==> src/rtl/port_byte_counter_rate_history_top_defines.svh <==
// Assertion macros shared by the port byte counter rate history RTL.
// Included by the controller and datapath; no other dependencies.
`ifndef PORT_BYTE_COUNTER_RATE_HISTORY_TOP_DEFINES_SVH
`define PORT_BYTE_COUNTER_RATE_HISTORY_TOP_DEFINES_SVH

// Same-cycle implication, disabled during reset.
`define PBC_ASSERT_IMP(label, clk, rst, ante, cons, msg) \
  label: assert property (@(posedge clk) disable iff (rst) (ante) |-> (cons)) \
    else $error(msg);

// Next-cycle implication, disabled during reset.
`define PBC_ASSERT_NXT(label, clk, rst, ante, cons, msg) \
  label: assert property (@(posedge clk) disable iff (rst) (ante) |=> (cons)) \
    else $error(msg);

`endif

==> src/rtl/pbc_pkg.sv <==
// Shared types and constants for the port byte counter rate history block.
// No dependencies; used by pbc_ctrl, pbc_datapath and the top level.
package pbc_pkg;

  localparam int PORT_W   = 3;
  localparam int COUNT_W  = 64;
  localparam int US_W     = 32;
  localparam int LAG_W    = 10;
  localparam int ROWS_W   = 11;
  localparam int RATE_W   = 63;
  localparam int STATUS_W = 2;

  localparam logic [ROWS_W-1:0] ROWS_RESET = 11'd60;

  // rate = floor(delta * 8000000 / interval) >> 10, saturated at 2^63-1
  localparam int HALF_W    = 32;
  localparam int SCALE_W   = 23;
  localparam logic [SCALE_W-1:0] RATE_SCALE = 23'd8000000;
  localparam int MRES_W    = HALF_W + SCALE_W;
  localparam int PROD_W    = COUNT_W + SCALE_W;
  localparam int DROP_BITS = 10;
  localparam int TOP_LSB   = RATE_W + DROP_BITS;
  localparam int DIV_STEPS = RATE_W;
  localparam int DIV_CNT_W = $clog2(DIV_STEPS);
  localparam logic [DIV_CNT_W-1:0] DIV_LAST = DIV_CNT_W'(DIV_STEPS - 1);

  typedef enum logic [STATUS_W-1:0] {
    ST_OK        = 2'd0,
    ST_BAD_LAG   = 2'd1,
    ST_ZERO_US   = 2'd2,
    ST_NO_SAMPLE = 2'd3
  } status_t;

  typedef struct packed {
    logic [US_W-1:0]    interval;
    logic [COUNT_W-1:0] tx;
    logic [COUNT_W-1:0] rx;
  } sample_t;

  typedef struct packed {
    logic capture;
    logic write_ring;
    logic check;
    logic rd_new;
    logic rd_old;
    logic delta;
    logic mul_lo;
    logic mul_hi;
    logic prep;
    logic div_step;
    logic load_out;
  } pbc_cmd_t;

  typedef struct packed {
    logic check_fail;
    logic zero_us;
  } pbc_sts_t;

endpackage

==> src/rtl/pbc_ctrl.sv <==
// Sequencing state machine for the port byte counter rate history block.
// Depends on pbc_pkg and the assertion macro header.
`include "port_byte_counter_rate_history_top_defines.svh"

module pbc_ctrl import pbc_pkg::*; (
  input  logic     clk,
  input  logic     rst,
  input  logic     in_valid,
  output logic     in_ready,
  input  logic     func,
  output logic     out_valid,
  input  logic     out_ready,
  output pbc_cmd_t cmd,
  input  pbc_sts_t sts
);

  typedef enum logic [10:0] {
    S_IDLE   = 11'b00000000001,
    S_WRITE  = 11'b00000000010,
    S_CHECK  = 11'b00000000100,
    S_RD_NEW = 11'b00000001000,
    S_RD_OLD = 11'b00000010000,
    S_DELTA  = 11'b00000100000,
    S_MUL_LO = 11'b00001000000,
    S_MUL_HI = 11'b00010000000,
    S_PREP   = 11'b00100000000,
    S_DIV    = 11'b01000000000,
    S_FINISH = 11'b10000000000
  } state_t;

  state_t               state, state_next;
  logic [DIV_CNT_W-1:0] div_cnt, div_cnt_next;
  logic                 out_valid_next;
  logic                 out_free;

  assign in_ready = (state == S_IDLE);
  assign out_free = !out_valid || out_ready;

  always_comb begin
    state_next   = state;
    div_cnt_next = div_cnt;
    cmd          = '0;
    unique case (state)
      S_IDLE: begin
        cmd.capture = in_valid;
        if (in_valid) begin
          state_next = func ? S_CHECK : S_WRITE;
        end
      end
      S_WRITE: begin
        cmd.write_ring = 1'b1;
        state_next     = S_IDLE;
      end
      S_CHECK: begin
        cmd.check  = 1'b1;
        state_next = sts.check_fail ? S_FINISH : S_RD_NEW;
      end
      S_RD_NEW: begin
        cmd.rd_new = 1'b1;
        state_next = S_RD_OLD;
      end
      S_RD_OLD: begin
        cmd.rd_old = 1'b1;
        state_next = S_DELTA;
      end
      S_DELTA: begin
        cmd.delta  = 1'b1;
        state_next = sts.zero_us ? S_FINISH : S_MUL_LO;
      end
      S_MUL_LO: begin
        cmd.mul_lo = 1'b1;
        state_next = S_MUL_HI;
      end
      S_MUL_HI: begin
        cmd.mul_hi = 1'b1;
        state_next = S_PREP;
      end
      S_PREP: begin
        cmd.prep     = 1'b1;
        div_cnt_next = '0;
        state_next   = S_DIV;
      end
      S_DIV: begin
        cmd.div_step = 1'b1;
        div_cnt_next = div_cnt + 1'b1;
        if (div_cnt == DIV_LAST) begin
          state_next = S_FINISH;
        end
      end
      S_FINISH: begin
        // hold the result until the output register frees up
        cmd.load_out = out_free;
        if (out_free) begin
          state_next = S_IDLE;
        end
      end
      default: begin
        state_next = S_IDLE;
      end
    endcase
  end

  always_comb begin
    out_valid_next = out_valid;
    if (cmd.load_out) begin
      out_valid_next = 1'b1;
    end else if (out_ready) begin
      out_valid_next = 1'b0;
    end
  end

  always_ff @(posedge clk) begin
    if (rst) begin
      state     <= S_IDLE;
      div_cnt   <= '0;
      out_valid <= 1'b0;
    end else begin
      state     <= state_next;
      div_cnt   <= div_cnt_next;
      out_valid <= out_valid_next;
    end
  end

  `PBC_ASSERT_NXT(a_busy_after_accept, clk, rst, in_valid && in_ready, !in_ready, "ready after accept")
  `PBC_ASSERT_NXT(a_load_sets_valid, clk, rst, cmd.load_out, out_valid, "result not presented")
  `PBC_ASSERT_NXT(a_div_ends, clk, rst, state == S_DIV && div_cnt == DIV_LAST, state == S_FINISH, "divide overran")

endmodule

==> config.mk <==
export PLATFORM = sky130hd
export DESIGN_NAME = pbc_ctrl
export DESIGN_NICKNAME = d
export VERILOG_FILES = /design/src/rtl/pbc_pkg.sv /design/src/rtl/pbc_ctrl.sv
export VERILOG_INCLUDE_DIRS = /design/src /design/src/rtl
export SDC_FILE = /design/constraint.sdc
export NUM_CORES = 1
export LEC_CHECK = 0
export ABC_AREA = 1
export BUFFER_PORTS_ARGS = -buffer_cell sky130_fd_sc_hd__buf_4
export CORE_UTILIZATION = 50
export CTS_CLUSTER_DIAMETER = 80
export CTS_CLUSTER_SIZE = 24
export DETAILED_ROUTE_END_ITERATION = 16
export PLACE_DENSITY_LB_ADDON = 0.12
export SYNTH_ARGS = -nofsm -noshare
export SYNTH_HDL_FRONTEND = slang
export SYNTH_SLANG_ARGS = --single-unit
export TNS_END_PERCENT = 1
==> constraint.sdc <==
create_clock -name clk -period 2.75 [get_ports clk]
set_clock_uncertainty 0.15 [all_clocks]
set_input_delay 0.4125 -clock clk [delete_from_list [all_inputs] [get_ports clk]]
set_output_delay 0.4125 -clock clk [all_outputs]
set_load 0.005 [all_outputs]
==> results.cfg, run 1 <==
[setup_path]
cp.required_ps = 2190
cp_data_arrival_time_ps = 1450
end_kind = output port
cp-start-kind = flop
critPathKind = reg2out
crit_fanout = 7

[die]
start_util_pct = 53.0
rows = 16
dieHeight_um = 47.4
die_w_um = 47.4
ios = 20
core_um2 = 1940
dieArea_um2 = 2240

[synthesis]
syn_area_um2 = 1030
syn_avg_cell_area_um2 = 6.36
synthCells = 162
async_flop_share_pct = 0
synth-seq-area-share_pct = 35.0
syn_nets = 171
synth_warnings = 0
synth-edff-count = 0
synth_cell_types = 23
ys_seq_elements = 18
synthFlopType = dfxtp_1

[clock_network]
post_cts_buffers = 0
cts_buffer_depth = 2
ctsResizeCount = 0
path_clk_slew_ps = 110
cts_tree = yes
cts_hold_buf = 0
clk_latency_ps = 300
cts_root_buffer = clkbuf_4
cts_max_level = 1
clock-sinks = 18
cts_buffers = 3

[grt]
grt_overflow = 0
track_usage_pct = 22.8
grt_max_degree = 18
grt_pass1_vias = 871
grt_first_pass_wirelength_mm = 3.50
antenna_found_initial = 0

[final_layout]
final_common_cell = nand2_1
n_fill_cell = 196
num_antenna_cells = 0
nNetsFinal = 192
drive_above_1_share_pct = 20.3
area_growth_pct = 19.2
mostFrequentLayoutCells = 39 x nand2_1, 26 x inv_1, 25 x nor2_1, 19 x buf_4, 18 x dfxtp_1

[pwr]
vdd_drop_max_uv = 280
p_leak_uw = 0.000640
total_power_uw = 627
power_density_nw_per_um2 = 511

[drt]
drtIter0Drc = 26
drt_wl_total_mm = 2.19
drt.antenna.violating_nets = 0
post_drt_wl_per_cell_um = 10.5
route.detailed.drc = 0
vias_per_cell = 4.95
vias = 1034
first_pass_iters = 4

[sta]
setup_viol = 0
tightest_slew_ps = 333
period_share_pct = 73.3
period_needed_ps = 2010
setup_tns_ps = 0
final_hold_viol_count = 0
rsz0062_at_grt = false
drv_slew = 0
fmax_mhz = 496
slew_headroom_pct = 77.8

[placed_design]
dpl.hpwl_mm = 1.66
gp_congestion = 0.831
port-buffer-count = 19

[run]
cap_violations = 0

[min_path]
hold_path_class = in2reg

[status]
status = complete, no violations
-- critical path, stage by stage (launching register included) --
cell	delay [ps]
dfxtp_1	370
nor2_2	160
nand2_2	90
nor2_4	170
nand2_2	140
inv_1	100
buf_4	110
-- per-layer routing --
metal / wire length (um) / vias to the layer above / track usage [%]
met5: 0 / - / 0
met4: 13 / 0 / 8.57
met3: 78 / 2 / 4.62
met2: 1120 / 18 / 39.2
met1: 975 / 475 / 27.7
li1: - / 539 / -
-- cells by family (layout without fill, tap and decap cells) --
| logic type | count (synthesis) | count (layout) | share of synthesized area (%) |
|---|---|---|---|
| xor gates and xnor gates | 1 | 1 | 0.851 |
| AOI/OAI and AO/OA | 13 | 13 | 6.93 |
| adders and majority gates | 2 | 2 | 2.43 |
| DFF | 18 | 18 | 35.0 |
| buffers and inverters | 30 | 50 | 11.3 |
| and+or+nand+nor | 98 | 98 | 43.5 |
-- path summary, 6_finish.rpt --
check	from	cells after the start	end	slack, ps
setup / recovery	state[2]	6	cmd[1]	740
hold / removal	sts[1]	2	state[3]	120
hold reg to reg	div_cnt[3]	2	div_cnt[3]	340
setup reg to reg	state[2]	6	state[5]	1180
-- metrics by stage --
stage	instances	util (%)	instance area, um2	setup slack (ps)	hold slack, ps
after floorplan	162	-	1030	1210	297
after global placement	205	61.3	1190	1100	311
after detailed placement	205	61.3	1190	1090	322
after CTS	209	63.2	1230	725	107
after global routing	209	63.2	1230	621	111
final	209	63.2	1230	735	117
-- where the power goes --
group	total (uW)	leakage, uW	internal [uW]	switching, uW
clock	170	0.0000210	80.8	89.1
combinational	174	0.000473	67.1	107
sequential	284	0.000146	273	10.4
-- synth_stat cells, types with 2 or more instances --
| master | instances | share of area (%) |
|---|---|---|
| a21oi_1 | 8 | 3.9 |
| nor2_4 | 2 | 2.2 |
| nor2_2 | 4 | 2.4 |
| o21ai_1 | 2 | 0.97 |
| nand2_2 | 4 | 2.4 |
| nor2_1 | 25 | 9.1 |
| clkbuf_1 | 2 | 0.73 |
| inv_1 | 26 | 9.5 |
| nand2_1 | 39 | 14 |
| ha_1 | 2 | 2.4 |
| nand3_1 | 7 | 3.4 |
| dfxtp_1 | 18 | 35 |
| or2_0 | 2 | 1.2 |
| nor3_1 | 12 | 5.8 |
-- sequential cells by signal (all words and copies together), names as in the netlist --
register   cells
out_valid      1
state         11
div_cnt        6
-- final cells by class --
class / instances / area, um2 / area share, %
Clock buffer: 4 / 36.3 / 2.96
Timing Repair Buffer: 19 / 143 / 11.6
Inverter: 27 / 101 / 8.26
Tap cell: 27 / 33.8 / 2.75
Sequential cell: 18 / 360 / 29.4
Multi-Input combinational cell: 114 / 553 / 45.1
No activity file was read; power rests on OpenSTA's default activity.
==> run 2, diff against run 1 <==
Clock period 2.75 ns to 2.1 ns, I/O delays scaled along.
==> run 2 against run 1 <==
Sequential share of layout area is the same. Power grew 30%. First-iteration DRC count shrank 54%. Via count shrank 2.0%. Final cell count is the same. Wire length shrank 3.4%. Largest power group unchanged. Critical path depth is the same. Clock-buffer cell count is the same.
==> results.cfg, run 2 (synthesis results as in run 1) <==
[clock_network]
ctsResizeCount = 0
post_cts_buffers = 0
path_clk_slew_ps = 100
cts_buffers = 3
clock-sinks = 18
cts_buffer_depth = 2
cts_max_level = 1
cts_hold_buf = 0
cts_root_buffer = clkbuf_4
clk_latency_ps = 300
cts_tree = yes

[final_layout]
area_growth_pct = 19.2
drive_above_1_share_pct = 20.3
num_antenna_cells = 0
final_common_cell = nand2_1
largest-register = state
reg_top3 = state: 11 flops, div_cnt: 6 flops, out_valid: 1 flops
largest_reg_flops = 11
mostFrequentLayoutCells = 39 x nand2_1, 26 x inv_1, 25 x nor2_1, 19 x buf_4, 18 x dfxtp_1
nNetsFinal = 192

[grt]
grt_pass1_vias = 863
track_usage_pct = 22.2
grt_overflow = 0
antenna_found_initial = 0
grt_max_degree = 18
grt_first_pass_wirelength_mm = 3.45

[pwr]
total_power_uw = 815
p_leak_uw = 0.000640
vdd_drop_max_uv = 476
power_density_nw_per_um2 = 664

[status]
status = complete, no violations

[setup_path]
cp.required_ps = 1630
cp-start-kind = flop
crit_fanout = 7
r2r-start = state[2]
r2r-end = state[7]
r2r_slack_ps = 540
critPathKind = reg2out
end_kind = output port
cp_data_arrival_time_ps = 1440
rr_worst_depth = 6

[drt]
post_drt_wl_per_cell_um = 10.1
drt.antenna.violating_nets = 0
drtIter0Drc = 12
vias = 1013
vias_per_cell = 4.85
drt_wl_total_mm = 2.11
route.detailed.drc = 0
first_pass_iters = 4

[sta]
period_needed_ps = 1910
fmax_mhz = 524
setup_viol = 0
rsz0062_at_grt = false
period_share_pct = 90.8
slew_headroom_pct = 78.6
setup_tns_ps = 0
final_hold_viol_count = 0
drv_slew = 0
tightest_slew_ps = 320

[die]
start_util_pct = 53.0
dieHeight_um = 47.4
rows = 16
core_um2 = 1940
die_w_um = 47.4
dieArea_um2 = 2240
ios = 20

[min_path]
holdPathStages = 2
holdPathEnd = state[3]
hold_path_class = in2reg
hp-start = sts[1]

[placed_design]
dpl.hpwl_mm = 1.67
gp_congestion = 0.831
port-buffer-count = 19

[run]
cap_violations = 0
-- run 2: layout make-up --
cell class / instances / area, um2
clock buffer: 4 / 36.3
fill: 190 / 714
timing repair buffer: 19 / 143
multi-input combinational: 114 / 553
sequential: 18 / 360
inverter: 27 / 101
tap: 27 / 33.8
-- run 2: power breakdown --
group          internal (uW)  switching, uW
logic                   87.8            139
registers                358           13.8
clock network            106            110
-- run 2: layer usage --
metal  global-route usage (%)  routed length, um  up-vias
met5                        0                  0        -
met1                     26.6                975      453
met2                     37.8               1050       15
li1                         -                  -      542
met4                     6.86                 16        0
met3                     6.92                 68        3
-- run 2: worst max-delay path, cell delays in order (launching register included) --
cell	delay, ps
dfxtp_1	360
nor2_2	160
nand2_2	90
nor2_4	170
nand2_2	140
inv_1	100
buf_4	110
-- run 2: worst max-delay path by stage --
stage                   from  endpoint  slack [ps]  cells past startpoint
finish              state[2]    cmd[1]         190                      6
global route        state[5]    cmd[1]          60                      6
CTS                 state[2]    cmd[1]         180                      6
detailed placement  state[2]    cmd[1]         530                      6
global placement    state[6]    cmd[1]         550                      6
floorplan           state[6]    cmd[0]         660                      6
-- run 2: per-stage QoR --
| step | cell area (um2) | util, % | setup slack (ps) | cells | hold WS, ps |
|---|---|---|---|---|---|
| after floorplan | 1030 | - | 660 | 162 | 244 |
| after global placement | 1190 | 61.3 | 550 | 205 | 311 |
| after detailed placement | 1190 | 61.3 | 531 | 205 | 322 |
| after CTS | 1230 | 63.2 | 178 | 209 | 20.2 |
| after global routing | 1230 | 63.2 | 60.4 | 209 | 18.4 |
| final | 1230 | 63.2 | 193 | 209 | 26.6 |
